==> config.mk <==
export PLATFORM = sky130hd
export DESIGN_NAME = websocket_frame_header_parser_flat
export DESIGN_NICKNAME = d
export VERILOG_FILES = /design/src/rtl/wsfhp_pkg.sv /design/src/rtl/wsfhp_ifs.sv /design/src/rtl/websocket_frame_header_parser.sv /design/src/rtl/wsfhp_front.sv /design/src/rtl/wsfhp_queue.sv /design/src/rtl/wsfhp_back.sv /design/src/flat_wrapper.sv
export VERILOG_INCLUDE_DIRS = /design/src /design/src/rtl
export SDC_FILE = /design/constraint.sdc
export NUM_CORES = 1
export LEC_CHECK = 0
export BUFFER_PORTS_ARGS = -buffer_cell sky130_fd_sc_hd__buf_2
export CELL_PAD_IN_SITES_DETAIL_PLACEMENT = 2
export CELL_PAD_IN_SITES_GLOBAL_PLACEMENT = 2
export CORE_ASPECT_RATIO = 0.75
export CORE_MARGIN = 2
export CORE_UTILIZATION = 35
export CTS_CLUSTER_SIZE = 14
export DETAILED_ROUTE_END_ITERATION = 8
export PLACE_DENSITY_LB_ADDON = 0.1
export SYNTH_ARGS = -nofsm -noshare
export SYNTH_HDL_FRONTEND = slang
export SYNTH_HIERARCHICAL = 1
export SYNTH_SLANG_ARGS = --single-unit
==> constraint.sdc <==
create_clock -name clk -period 6 [get_ports clk]
set_input_delay 0.6 -clock clk [delete_from_list [all_inputs] [get_ports clk]]
set_output_delay 0.6 -clock clk [all_outputs]
set_load 0.05 [all_outputs]
==> src/rtl/websocket_frame_header_parser_defines.svh <==
// Assertion helpers used by the file that checks this block.
`ifndef WEBSOCKET_FRAME_HEADER_PARSER_DEFINES_SVH
`define WEBSOCKET_FRAME_HEADER_PARSER_DEFINES_SVH

// Same-cycle implication, quiet during reset.
`define WSFHP_ASSERT_IMP(label, clk, rst_n, ante, cons, msg) \
    label: assert property (@(posedge clk) disable iff (!rst_n) (ante) |-> (cons)) \
        else $error(msg);

// Next-cycle implication, quiet during reset.
`define WSFHP_ASSERT_NXT(label, clk, rst_n, ante, cons, msg) \
    label: assert property (@(posedge clk) disable iff (!rst_n) (ante) |=> (cons)) \
        else $error(msg);

`endif

==> src/rtl/wsfhp_pkg.sv <==
package wsfhp_pkg;

    localparam int LEN_W       = 63;
    localparam int KEY_W       = 32;
    localparam int CNT_W       = 3;
    localparam int QUEUE_DEPTH = 2;
    localparam int QPTR_W      = $clog2(QUEUE_DEPTH);
    localparam int QCNT_W      = $clog2(QUEUE_DEPTH + 1);

    // Header byte counts of the variable-length fields.
    localparam int LEN16_BYTES = 2;
    localparam int LEN64_BYTES = 8;
    localparam int KEY_BYTES   = 4;

    // Seven-bit length codes that announce an extended length.
    localparam logic [6:0] LEN7_EXT16 = 7'd126;
    localparam logic [6:0] LEN7_EXT64 = 7'd127;

    localparam logic [3:0] OPC_CONT   = 4'h0;
    localparam logic [3:0] OPC_TEXT   = 4'h1;
    localparam logic [3:0] OPC_BINARY = 4'h2;
    localparam logic [3:0] OPC_CLOSE  = 4'h8;
    localparam logic [3:0] OPC_PING   = 4'h9;
    localparam logic [3:0] OPC_PONG   = 4'hA;

    localparam logic [2:0] FT_CONT   = 3'd0;
    localparam logic [2:0] FT_TEXT   = 3'd1;
    localparam logic [2:0] FT_BINARY = 3'd2;
    localparam logic [2:0] FT_CLOSE  = 3'd3;
    localparam logic [2:0] FT_PING   = 3'd4;
    localparam logic [2:0] FT_PONG   = 3'd5;

    typedef enum logic [1:0] {
        KIND_HEADER  = 2'd0,
        KIND_PAYLOAD = 2'd1,
        KIND_ERROR   = 2'd2
    } kind_t;

    typedef enum logic [2:0] {
        PH_FIRST   = 3'd0,
        PH_SECOND  = 3'd1,
        PH_LEN16   = 3'd2,
        PH_LEN64   = 3'd3,
        PH_KEY     = 3'd4,
        PH_PAYLOAD = 3'd5
    } phase_t;

    // One received byte with its first-header-byte decode attached.
    typedef struct packed {
        logic [7:0] data_byte;
        logic       first_ok;
        logic [2:0] frame_type;
    } entry_t;

    typedef struct packed {
        logic   valid;
        entry_t entry;
    } q_beat_t;

    typedef struct packed {
        logic       known;
        logic [2:0] frame_type;
    } opc_dec_t;

    function automatic opc_dec_t opcode_to_type(logic [3:0] opc);
        opc_dec_t d;
        d.known = 1'b1;
        unique case (opc)
            OPC_CONT:   d.frame_type = FT_CONT;
            OPC_TEXT:   d.frame_type = FT_TEXT;
            OPC_BINARY: d.frame_type = FT_BINARY;
            OPC_CLOSE:  d.frame_type = FT_CLOSE;
            OPC_PING:   d.frame_type = FT_PING;
            OPC_PONG:   d.frame_type = FT_PONG;
            default:
            begin
                d.known      = 1'b0;
                d.frame_type = FT_CONT;
            end
        endcase
        return d;
    endfunction

endpackage

==> src/rtl/wsfhp_ifs.sv <==
interface wsfhp_stream_if;
    logic       valid;
    logic       ready;
    logic [7:0] data_byte;

    modport source (output valid, output data_byte, input ready);
    modport sink   (input valid, input data_byte, output ready);
endinterface

interface wsfhp_result_if;
    logic                           valid;
    logic                           ready;
    logic [1:0]                     kind;
    logic [7:0]                     payload_byte;
    logic [2:0]                     frame_type;
    logic                           final_fragment;
    logic [wsfhp_pkg::LEN_W-1:0]    payload_length;
    logic [wsfhp_pkg::KEY_W-1:0]    masking_key;
    logic                           frame_end;

    modport source (
        output valid, output kind, output payload_byte, output frame_type,
        output final_fragment, output payload_length, output masking_key,
        output frame_end, input ready
    );
    modport sink (
        input valid, input kind, input payload_byte, input frame_type,
        input final_fragment, input payload_length, input masking_key,
        input frame_end, output ready
    );
endinterface

==> src/rtl/websocket_frame_header_parser.sv <==
// A taken byte is written into a queue slot, and the back end then loads its result
// beat from the queue head into the result registers.
// One byte per cycle while the result beat is not stalled; a stalled beat holds the
// back end while the two-entry queue takes up to two bytes.
// Reset (rst_n, async, active low) empties the queue, drops any held beat, expects a
// first header byte and clears the error; no clearing pass, ready right after reset.
`include "websocket_frame_header_parser_defines.svh"

module websocket_frame_header_parser (
    input  logic           clk,
    input  logic           rst_n,
    wsfhp_stream_if.sink   stream,
    wsfhp_result_if.source result
);

    // Front: take one stream beat per cycle while the queue has room and decode the
    // frame-opening fields (RSV bits, opcode to frame type) so the back end only selects.
    // Queue: two entries, so the front keeps accepting when the back end stalls.
    // A full queue drops ready, and ready returns in the cycle after the back end
    // drains an entry, since it follows the registered fill count.
    // Back: walk the header phases (first byte, length byte, extended length,
    // masking key, payload), keep the sticky error and hold the result beat.

    wsfhp_pkg::q_beat_t push;
    wsfhp_pkg::q_beat_t pop;
    logic               push_ready;
    logic               pop_ready;
    logic               back_error;

    wsfhp_front u_front (
        .stream     (stream),
        .push_ready (push_ready),
        .push       (push)
    );

    wsfhp_queue u_queue (
        .clk        (clk),
        .rst_n      (rst_n),
        .push       (push),
        .push_ready (push_ready),
        .pop        (pop),
        .pop_ready  (pop_ready)
    );

    wsfhp_back u_back (
        .clk        (clk),
        .rst_n      (rst_n),
        .pop        (pop),
        .pop_ready  (pop_ready),
        .error      (back_error),
        .result     (result)
    );

    // Once raised, the error holds until reset.
    `WSFHP_ASSERT_NXT(a_error_sticky, clk, rst_n, back_error, back_error,
                      "protocol error flag dropped")

    // The back end refuses a queued byte only while its result beat is stalled.
    `WSFHP_ASSERT_IMP(a_pop_stall, clk, rst_n, pop.valid && !pop_ready,
                      result.valid && !result.ready,
                      "queue stalled without output stall")

    // An error beat never closes a frame.
    `WSFHP_ASSERT_IMP(a_end_kind, clk, rst_n, result.valid && result.frame_end,
                      result.kind != wsfhp_pkg::KIND_ERROR,
                      "frame end on error beat")

    // An error beat shown implies the parser holds the error.
    `WSFHP_ASSERT_IMP(a_error_kind, clk, rst_n,
                      result.valid && result.kind == wsfhp_pkg::KIND_ERROR, back_error,
                      "error beat without error flag")

endmodule

==> src/rtl/wsfhp_front.sv <==
module wsfhp_front (
    wsfhp_stream_if.sink       stream,
    input  logic               push_ready,
    output wsfhp_pkg::q_beat_t push
);

    wsfhp_pkg::opc_dec_t opc_dec;

    // Decode the byte as if it opened a frame; the back end uses it only then.
    assign opc_dec = wsfhp_pkg::opcode_to_type(stream.data_byte[3:0]);

    assign push.valid                 = stream.valid;
    assign push.entry.data_byte       = stream.data_byte;
    assign push.entry.first_ok        = opc_dec.known && (stream.data_byte[6:4] == 3'b000);
    assign push.entry.frame_type      = opc_dec.frame_type;
    assign stream.ready               = push_ready;

endmodule

==> src/rtl/wsfhp_queue.sv <==
module wsfhp_queue (
    input  logic               clk,
    input  logic               rst_n,
    input  wsfhp_pkg::q_beat_t push,
    output logic               push_ready,
    output wsfhp_pkg::q_beat_t pop,
    input  logic               pop_ready
);

    localparam logic [wsfhp_pkg::QPTR_W-1:0] LAST_SLOT =
        wsfhp_pkg::QPTR_W'(wsfhp_pkg::QUEUE_DEPTH - 1);
    localparam logic [wsfhp_pkg::QCNT_W-1:0] FULL_CNT =
        wsfhp_pkg::QCNT_W'(wsfhp_pkg::QUEUE_DEPTH);

    wsfhp_pkg::entry_t                slot_reg [wsfhp_pkg::QUEUE_DEPTH];
    logic [wsfhp_pkg::QPTR_W-1:0]     wr_ptr_reg, wr_ptr_next;
    logic [wsfhp_pkg::QPTR_W-1:0]     rd_ptr_reg, rd_ptr_next;
    logic [wsfhp_pkg::QCNT_W-1:0]     count_reg, count_next;
    logic                             do_push, do_pop;

    assign push_ready = (count_reg != FULL_CNT);
    assign do_push    = push.valid && push_ready;
    assign pop.valid  = (count_reg != '0);
    assign pop.entry  = slot_reg[rd_ptr_reg];
    assign do_pop     = pop.valid && pop_ready;

    always_comb
    begin
        wr_ptr_next = wr_ptr_reg;
        rd_ptr_next = rd_ptr_reg;
        count_next  = count_reg;
        if (do_push)
        begin
            wr_ptr_next = (wr_ptr_reg == LAST_SLOT) ? '0 : wr_ptr_reg + 1'b1;
        end
        if (do_pop)
        begin
            rd_ptr_next = (rd_ptr_reg == LAST_SLOT) ? '0 : rd_ptr_reg + 1'b1;
        end
        if (do_push && !do_pop)
        begin
            count_next = count_reg + 1'b1;
        end
        else if (do_pop && !do_push)
        begin
            count_next = count_reg - 1'b1;
        end
    end

    always_ff @(posedge clk or negedge rst_n)
    begin
        if (!rst_n)
        begin
            wr_ptr_reg <= '0;
            rd_ptr_reg <= '0;
            count_reg  <= '0;
        end
        else
        begin
            wr_ptr_reg <= wr_ptr_next;
            rd_ptr_reg <= rd_ptr_next;
            count_reg  <= count_next;
        end
    end

    always_ff @(posedge clk)
    begin
        if (do_push)
        begin
            slot_reg[wr_ptr_reg] <= push.entry;
        end
    end

endmodule

==> src/rtl/wsfhp_back.sv <==
module wsfhp_back (
    input  logic               clk,
    input  logic               rst_n,
    input  wsfhp_pkg::q_beat_t pop,
    output logic               pop_ready,
    output logic               error,
    wsfhp_result_if.source     result
);

    localparam int LW = wsfhp_pkg::LEN_W;
    localparam int CW = wsfhp_pkg::CNT_W;

    wsfhp_pkg::phase_t       phase_reg, phase_next;
    logic                    error_reg, error_next;
    logic [CW-1:0]           count_reg, count_next;
    logic [LW-1:0]           length_reg, length_next;
    logic [LW-1:0]           remain_reg, remain_next;
    logic [wsfhp_pkg::KEY_W-1:0] mask_reg, mask_next;
    logic                    fin_reg, fin_next;
    logic [2:0]              type_reg, type_next;

    logic                    out_valid_reg, out_valid_next;
    wsfhp_pkg::kind_t        kind_reg, kind_next;
    logic [7:0]              pbyte_reg, pbyte_next;
    logic                    end_reg, end_next;

    logic                    fire;
    logic [7:0]              data;
    logic [6:0]              len7;
    logic                    count_last;
    logic                    length_zero;
    logic                    remain_last;
    logic [LW-1:0]           length_shift;
    logic                    length_top;

    assign pop_ready    = !out_valid_reg || result.ready;
    assign fire         = pop.valid && pop_ready;
    assign data         = pop.entry.data_byte;
    assign len7         = data[6:0];
    assign length_zero  = (length_reg == '0);
    assign remain_last  = (remain_reg[LW-1:1] == '0);
    assign length_shift = {length_reg[LW-9:0], data};
    // Bit 63 of the shifted 64-bit length, which the register does not keep.
    assign length_top   = length_reg[LW-8];

    always_comb
    begin
        case (phase_reg)
            wsfhp_pkg::PH_LEN16: count_last = (count_reg == CW'(wsfhp_pkg::LEN16_BYTES - 1));
            wsfhp_pkg::PH_LEN64: count_last = (count_reg == CW'(wsfhp_pkg::LEN64_BYTES - 1));
            wsfhp_pkg::PH_KEY:   count_last = (count_reg == CW'(wsfhp_pkg::KEY_BYTES - 1));
            default:             count_last = 1'b0;
        endcase
    end

    // Next phase and sticky error.
    always_comb
    begin
        phase_next = phase_reg;
        error_next = error_reg;
        if (fire && !error_reg)
        begin
            unique case (phase_reg) inside
                wsfhp_pkg::PH_FIRST:
                begin
                    if (!pop.entry.first_ok)
                        error_next = 1'b1;
                    else
                        phase_next = wsfhp_pkg::PH_SECOND;
                end
                wsfhp_pkg::PH_SECOND:
                begin
                    if (!data[7])
                        error_next = 1'b1;
                    else if (len7 == wsfhp_pkg::LEN7_EXT16)
                        phase_next = wsfhp_pkg::PH_LEN16;
                    else if (len7 == wsfhp_pkg::LEN7_EXT64)
                        phase_next = wsfhp_pkg::PH_LEN64;
                    else
                        phase_next = wsfhp_pkg::PH_KEY;
                end
                wsfhp_pkg::PH_LEN16, wsfhp_pkg::PH_LEN64:
                begin
                    if (count_last)
                    begin
                        if (length_top)
                            error_next = 1'b1;
                        else
                            phase_next = wsfhp_pkg::PH_KEY;
                    end
                end
                wsfhp_pkg::PH_KEY:
                begin
                    if (count_last)
                        phase_next = length_zero ? wsfhp_pkg::PH_FIRST
                                                 : wsfhp_pkg::PH_PAYLOAD;
                end
                wsfhp_pkg::PH_PAYLOAD:
                begin
                    if (remain_last)
                        phase_next = wsfhp_pkg::PH_FIRST;
                end
                default:
                begin
                    phase_next = wsfhp_pkg::PH_FIRST;
                end
            endcase
        end
    end

    // Header registers and the result beat.
    always_comb
    begin
        count_next     = count_reg;
        length_next    = length_reg;
        remain_next    = remain_reg;
        mask_next      = mask_reg;
        fin_next       = fin_reg;
        type_next      = type_reg;
        out_valid_next = out_valid_reg;
        kind_next      = kind_reg;
        pbyte_next     = pbyte_reg;
        end_next       = end_reg;

        if (fire && !error_reg)
        begin
            unique case (phase_reg) inside
                wsfhp_pkg::PH_FIRST:
                begin
                    fin_next    = data[7];
                    type_next   = pop.entry.frame_type;
                    length_next = '0;
                    mask_next   = '0;
                    remain_next = '0;
                    count_next  = '0;
                end
                wsfhp_pkg::PH_SECOND:
                begin
                    count_next = '0;
                    if (len7 != wsfhp_pkg::LEN7_EXT16 && len7 != wsfhp_pkg::LEN7_EXT64)
                        length_next = {(LW - 7)'(0), len7};
                end
                wsfhp_pkg::PH_LEN16, wsfhp_pkg::PH_LEN64:
                begin
                    length_next = length_shift;
                    count_next  = count_last ? '0 : count_reg + 1'b1;
                end
                wsfhp_pkg::PH_KEY:
                begin
                    mask_next  = {mask_reg[wsfhp_pkg::KEY_W-9:0], data};
                    count_next = count_last ? '0 : count_reg + 1'b1;
                    if (count_last)
                        remain_next = length_reg;
                end
                wsfhp_pkg::PH_PAYLOAD:
                begin
                    if (remain_reg != '0)
                        remain_next = remain_reg - 1'b1;
                end
                default:
                begin
                    count_next = count_reg;
                end
            endcase
        end

        if (fire)
        begin
            out_valid_next = 1'b1;
            if (error_next)
            begin
                kind_next  = wsfhp_pkg::KIND_ERROR;
                pbyte_next = '0;
                end_next   = 1'b0;
            end
            else if (phase_reg == wsfhp_pkg::PH_PAYLOAD)
            begin
                kind_next  = wsfhp_pkg::KIND_PAYLOAD;
                pbyte_next = data;
                end_next   = remain_last;
            end
            else
            begin
                kind_next  = wsfhp_pkg::KIND_HEADER;
                pbyte_next = '0;
                end_next   = (phase_reg == wsfhp_pkg::PH_KEY) && count_last && length_zero;
            end
        end
        else if (result.ready)
        begin
            out_valid_next = 1'b0;
        end
    end

    always_ff @(posedge clk or negedge rst_n)
    begin
        if (!rst_n)
        begin
            phase_reg     <= wsfhp_pkg::PH_FIRST;
            error_reg     <= 1'b0;
            count_reg     <= '0;
            fin_reg       <= 1'b0;
            type_reg      <= wsfhp_pkg::FT_CLOSE;
            out_valid_reg <= 1'b0;
        end
        else
        begin
            phase_reg     <= phase_next;
            error_reg     <= error_next;
            count_reg     <= count_next;
            fin_reg       <= fin_next;
            type_reg      <= type_next;
            out_valid_reg <= out_valid_next;
        end
    end

    always_ff @(posedge clk)
    begin
        length_reg <= length_next;
        remain_reg <= remain_next;
        mask_reg   <= mask_next;
        kind_reg   <= kind_next;
        pbyte_reg  <= pbyte_next;
        end_reg    <= end_next;
    end

    // Header registers change only when a beat is loaded, so they match the held beat.
    assign result.valid          = out_valid_reg;
    assign result.kind           = kind_reg;
    assign result.payload_byte   = pbyte_reg;
    assign result.frame_end      = end_reg;
    assign result.frame_type     = error_reg ? 3'd0 : type_reg;
    assign result.final_fragment = error_reg ? 1'b0 : fin_reg;
    assign result.payload_length = error_reg ? '0 : length_reg;
    assign result.masking_key    = error_reg ? '0 : mask_reg;
    assign error                 = error_reg;

endmodule
==> src/flat_wrapper.sv <==
// flat-port wrapper written by rule: the top's interface ports become plain ports
module websocket_frame_header_parser_flat 
  (clk, rst_n, stream_valid, stream_data_byte, stream_ready, result_valid, result_kind, result_payload_byte, result_frame_type, result_final_fragment, result_payload_length, result_masking_key, result_frame_end, result_ready);
  wsfhp_stream_if stream_i ();
  wsfhp_result_if result_i ();
  input  logic clk;
  input  logic rst_n;
  input wire logic [$bits(stream_i.valid)-1:0] stream_valid;
  input wire logic [$bits(stream_i.data_byte)-1:0] stream_data_byte;
  output wire logic [$bits(stream_i.ready)-1:0] stream_ready;
  output wire logic [$bits(result_i.valid)-1:0] result_valid;
  output wire logic [$bits(result_i.kind)-1:0] result_kind;
  output wire logic [$bits(result_i.payload_byte)-1:0] result_payload_byte;
  output wire logic [$bits(result_i.frame_type)-1:0] result_frame_type;
  output wire logic [$bits(result_i.final_fragment)-1:0] result_final_fragment;
  output wire logic [$bits(result_i.payload_length)-1:0] result_payload_length;
  output wire logic [$bits(result_i.masking_key)-1:0] result_masking_key;
  output wire logic [$bits(result_i.frame_end)-1:0] result_frame_end;
  input wire logic [$bits(result_i.ready)-1:0] result_ready;
  assign stream_i.valid = stream_valid;
  assign stream_i.data_byte = stream_data_byte;
  assign stream_ready = stream_i.ready;
  assign result_valid = result_i.valid;
  assign result_kind = result_i.kind;
  assign result_payload_byte = result_i.payload_byte;
  assign result_frame_type = result_i.frame_type;
  assign result_final_fragment = result_i.final_fragment;
  assign result_payload_length = result_i.payload_length;
  assign result_masking_key = result_i.masking_key;
  assign result_frame_end = result_i.frame_end;
  assign result_i.ready = result_ready;
  websocket_frame_header_parser u_core (.clk(clk), .rst_n(rst_n), .stream(stream_i), .result(result_i));
endmodule
==> run summary, run 1 <==
# placed instances: 1374
Vias per inst: 5.07
Post-synthesis sequential area ratio: 0.593
Clock slew at reported path FFs: 0.06 ns
Yosys cell types: 55
Worst-skew pair later-pin latency: 0.52 ns
Post-synth EDFFs: 193
Initial antenna violation count: 0
TritonRoute pass-1 iters: 4
DRT iter0 DRCs: 397
Yosys top cell by area: edfxtp_1
Post-CTS Setup Bufs: 0
GR peak layer: met2
Setup TNS: 0 ns
Crit path kind: reg2reg
Nets@finish: 1023
Share of cells above drive strength 1: 0.198
Synthesized Nets: 920
RSZ-0062 raised after global routing: false
Std cell rows: 54
Die X: 204 um
Met1 Resource Use GR: 0.286
Initial core utilization: 0.357
Ys async rst share: 0.0766
I/O pin count: 124
Leading post-synthesis cells by cell area: edfxtp_1, and2_1, nor2b_1
Total congestion overflow: 0
Synth top area share: 0.554
# port buffers: 123
Worst VDD drop: 151 uV
Final setup fails: 0
Final hold violations: 0
Final min period: 3.35 ns
CTS root buf: clkbuf_16
Synth warn: 6
Critical path capture point type: flip-flop
Die Area: 0.0313 mm^2
DPL Wire Length: 20200 um
Worst slew margin: 0.183
WP data required: 6.16 ns
Routed wire length: 30100 um
H-Tree Depth: 1
Met3 GRT Util: 0.0237
FF+latch count, synth: 209
Leak: 0.00516 uW
P&R area growth vs syn: 16.1%
Synth Cell Area: 0.0105 mm^2
Cell Pwr Density: 284 mW/mm^2
Max Slew Vio Count: 0
CTS Buffer Depth: 3
Fill cell count: 3057
Via count: 7193
Routing usage on met2: 0.303
Cells after Synth: 905
CTS tree: done
Synth top cells by count: edfxtp_1, and2_1, nor2b_1
Routed Antenna Nets: 0
Largest net degree at the start of global routing: 102
Number of global-route vias before repair: 7603
Global-route wire length before repair: 46700 um
Die Y: 154 um
Peak Freq: 299 MHz
PostCTS Resize Cnt: 0
Clock Sinks: 209
Worst Setup Start Kind: flip-flop
Max Clock Skew: 0.00972 ns
CP max FO: 63
Hold WC Path Type: in2async
DRC viols: 0
TritonCTS Buffers: 24
Syn Area/Cell: 11.6 um^2
Period utilization: 0.558
Ys flop type: edfxtp_1
Core Area: 0.0293 mm^2
Wire per inst: 21.2 um
Critical path data arrival time: 3.50 ns
Max-cap violations: 0
Gr usage total: 0.193
Final Non-Filler Cells: 1420
Post-CTS Hold Fix Bufs: 0
Most numerous cell in the Yosys netlist: edfxtp_1
RePlAce Congestion: 0.747
Status: complete, no violations
Slew @ Worst Pin: 1.22 ns
[metal layers]
layer,vias to the layer above,part of all wire
met5,-,0
met4,0,0.019
met3,39,0.030
met2,105,0.45
met1,3639,0.50
li1,3410,-
[final timing paths]
path / endpoint / cells after the start / start / slack, ns
max in group asynchronous: u_core/u_back/error$_DFF_PN0_ / 1 / rst_n / 5.61
setup / recovery: u_core/u_back/remain_reg[18]$_DFFE_PP_ / 6 / u_core/u_back/remain_reg[28]$_DFFE_PP_ / 2.65
hold reg to reg: u_core/u_queue/wr_ptr_reg$_DFFE_PN0P_ / 1 / u_core/u_queue/wr_ptr_reg$_DFFE_PN0P_ / 0.50
min in group clk: u_core/u_queue/slot_reg[1][11]$_DFFE_PP_ / 1 / stream_data_byte[7] / 0.27
hold / removal: u_core/u_back/count_reg[1]$_DFFE_PN0P_ / 1 / rst_n / 0.03
setup reg to reg: u_core/u_back/remain_reg[18]$_DFFE_PP_ / 6 / u_core/u_back/remain_reg[28]$_DFFE_PP_ / 2.65
[worst max-delay path: stages (launching register included)]
cell and delay [ns]:
edfxtp_1 0.43, or4_1 0.66, nor4_2 0.62, nand3_1 0.45
nor2_1 0.31, a21oi_4 0.08, buf_4 0.41
[cell usage in the layout, fill, tap and decap left out, drive strengths merged, types with 3 or more instances in the layout]
cell type,n
a21oi,7
and2,105
buf,131
clkbuf,41
dfrtp,14
edfxtp,193
ha,3
inv,8
mux2,16
nand2,82
nand2b,8
nand3,16
nand3b,4
nand4,9
nand4b,4
nor2,34
nor2b,105
nor3,17
nor4,35
o21ai,66
o31ai,5
or2,6
or3,7
or4,15
or4b,3
xnor2,35
xor2,30
[power by group]
part | total [uW] | switching (uW) | internal, uW
sequential | 1710 | 48.0 | 1660
clock | 1380 | 588 | 795
combinational | 352 | 244 | 107
[layout make-up]
type	count	area, um^2	area share
tap	392	490	0.0404
clock buffer	41	706	0.0581
multi-input combinational	634	4010	0.331
timing repair buffer	131	676	0.0557
clock inverter	3	17.5	0.00144
inverter	8	30.0	0.00247
sequential	209	6200	0.511
antenna	2	5.00	0.000412
[through the flow]
stage,instance area [um^2],hold WS (ns),util,setup slack [ns],power (uW)
floorplan,10500,0.304,-,0.910,1990
global placement,11400,0.477,0.390,2.80,2090
detailed placement,11400,0.490,0.390,2.70,2100
CTS,12100,0.0203,0.415,2.66,3500
global route,12100,0.0374,0.415,2.39,3580
finish,12100,0.0260,0.415,2.65,3450
[cell families after synthesis]
logic type,Yosys count,synth area share
compound gates,90,0.0475
simple gates,459,0.256
buf+inv,62,0.0274
mux,17,0.0182
fa+ha+maj,3,0.00359
flops,209,0.593
xor+xnor,65,0.0545
No activity file was read; power rests on OpenSTA's default activity.
==> run 2, diff against run 1 <==
--- a/config.mk
+++ b/config.mk
@@ -11,7 +11,7 @@
 export CELL_PAD_IN_SITES_GLOBAL_PLACEMENT = 2
 export CORE_ASPECT_RATIO = 0.75
 export CORE_MARGIN = 2
-export CORE_UTILIZATION = 35
+export CORE_UTILIZATION = 39
 export CTS_CLUSTER_SIZE = 14
 export DETAILED_ROUTE_END_ITERATION = 8
 export PLACE_DENSITY_LB_ADDON = 0.1
==> constraint.sdc (replaced) <==
create_clock -name clk -period 3.1 [get_ports clk]
set_input_delay 0.31 -clock clk [delete_from_list [all_inputs] [get_ports clk]]
set_output_delay 0.31 -clock clk [all_outputs]
set_load 0.05 [all_outputs]
==> run summary, run 2 (same netlist as run 1, synthesis figures left out) <==
Critical path capture point type: flip-flop
Leak: 0.00536 uW (+3.9%)
Antenna diodes: 0 (-2)
Status: complete, no violations
Hold WC Path Type: in2reg
Cell Pwr Density: 564 mW/mm^2 (+99%)
Gr usage total: 0.224 (+0.0305)
Crit path kind: reg2reg
Hold Path Stages: 1
Post-layout util: 0.475 (+0.0602)
WP data required: 3.34 ns (-2.82 ns)
Largest net degree at the start of global routing: 101 (-0.98%)
DPL Wire Length: 21500 um (+6.2%)
Commonest cells after routing, fill and taps aside: edfxtp_1, buf_2, and2_1, nor2b_1, nand2_1
Power, Total: 7010 uW (+100%)
RePlAce Congestion: 0.768 (+2.8%)
Peak Freq: 337 MHz (+13%)
Critical path data arrival time: 3.20 ns (-0.30 ns)
P&R area growth vs syn: 18.9%
CTS tree: done
Share of cells above drive strength 1: 0.223 (+0.0252)
Slew @ Worst Pin: 1.03 ns (-0.192 ns)
Worst slew margin: 0.311 (+0.128)
DRT iter0 DRCs: 357 (-10%)
R2R cell count: 7 (+1)
Initial core utilization: 0.400 (+0.0422)
Leading cell type in the layout, fill and taps excluded: edfxtp_1
Clock slew at reported path FFs: 0.07 ns (about the same)
Routing usage on met2: 0.358 (+0.0551)
I/O pin count: 124 (unchanged)
Post-CTS Setup Bufs: 0 (unchanged)
Final setup fails: 0 (unchanged)
Routed Antenna Nets: 0 (unchanged)
GR peak layer: met2
Nets@finish: 1048 (+2.4%)
CTS root buf: clkbuf_16
Clock Sinks: 209 (unchanged)
Period utilization: 0.956 (+0.398)
Met1 Resource Use GR: 0.330 (+0.0445)
Initial antenna violation count: 1 (+1)
Worst-skew pair later-pin latency: 0.51 ns (about the same)
Max-cap violations: 0 (unchanged)
Worst Setup Start Kind: flip-flop
Die Y: 146 um (-5.1%)
Final Non-Filler Cells: 1393 (-1.9%)
DRC viols: 0 (unchanged)
Met3 GRT Util: 0.0287 (+0.00496)
TritonCTS Buffers: 23 (-4.2%)
Max Slew Vio Count: 0 (unchanged)
# port buffers: 123 (unchanged)
Worst VDD drop: 358 uV (+140%)
Final hold violations: 0 (unchanged)
H-Tree Depth: 1 (unchanged)
Number of global-route vias before repair: 8025 (+5.6%)
Vias per inst: 5.38 (+6.1%)
Via count: 7488 (+4.1%)
Global-route wire length before repair: 48600 um (+4.0%)
Total congestion overflow: 0 (unchanged)
CP max FO: 4 (-94%)
Max Clock Skew: 0.0109 ns (+0.00122 ns)
CTS Buffer Depth: 3 (unchanged)
Std cell rows: 51 (-5.6%)
Die X: 193 um (-5.2%)
Die Area: 0.0281 mm^2 (-10%)
Final min period: 2.96 ns (-0.382 ns)
Routed wire length: 31200 um (+3.6%)
Wire per inst: 22.4 um (+5.6%)
Core Area: 0.0262 mm^2 (-11%)
# placed instances: 1348 (-1.9%)
TritonRoute pass-1 iters: 4 (unchanged)
[run 2: per-layer routing]
layer | up-vias | share of wire
met2 | 130 | 0.47
met3 | 31 | 0.034
met1 | 3865 | 0.48
met4 | 2 | 0.013
met5 | - | 0.00029
li1 | 3460 | -
[run 2: metrics by stage]
stage	worst slack [ns]	area, um^2	setup TNS (ns)	hold WS [ns]
finish	0.136	12400	0	0.0361
global route	-0.00283	12400	-0.00283	0.0349
global placement	0.250	11600	0	0.288
floorplan	-0.0829	10500	-5.67	0.0144
detailed placement	0.153	11600	0	0.294
CTS	0.133	12400	0	0.0204
[run 2: layout make-up]
class / count / area (um^2)
inverter: 8 / 30.0
multi-input combinational: 634 / 4040
sequential: 209 / 6200
timing repair buffer: 157 / 931
fill: 2653 / 13700
tap: 344 / 430
clock buffer: 25 / 583
clock inverter: 16 / 213
[run 2: power breakdown]
part	switching (uW)	internal, uW
registers	73.8	3220
clock network	1180	1780
logic	519	244
[run 2: path summary, 6_finish.rpt]
path | start | endpoint | slack [ns]
worst max-delay path | u_core/u_back/remain_reg[11]$_DFFE_PP_ | u_core/u_back/remain_reg[59]$_DFFE_PP_ | 0.14
worst min-delay path | stream_data_byte[5] | u_core/u_queue/slot_reg[0][9]$_DFFE_PP_ | 0.04
worst max register to register | u_core/u_back/remain_reg[11]$_DFFE_PP_ | u_core/u_back/remain_reg[59]$_DFFE_PP_ | 0.14
worst min register to register | u_core/u_back/type_reg[2]$_DFFE_PN0P_ | u_core/u_back/type_reg[2]$_DFFE_PN0P_ | 0.50
max in group asynchronous | rst_n | u_core/u_back/error$_DFF_PN0_ | 2.45
min in group asynchronous | rst_n | u_core/u_back/count_reg[0]$_DFFE_PN0P_ | 0.29
[run 2: worst max-delay path, cell delays in order (launching register included)]
cell and delay, ns:
edfxtp_1 0.47, or4_4 0.58, or4_4 0.58, or3_1 0.38, buf_4 0.17, nor4_4 0.28
xnor2_1 0.15, o21ai_1 0.07
[run 2: repair_timing]
action	CTS	global route
endpoints found under the setup margin	0	1
hold buffers	4	0
hold endpoints to repair	19	0
gates resized for setup	0	1
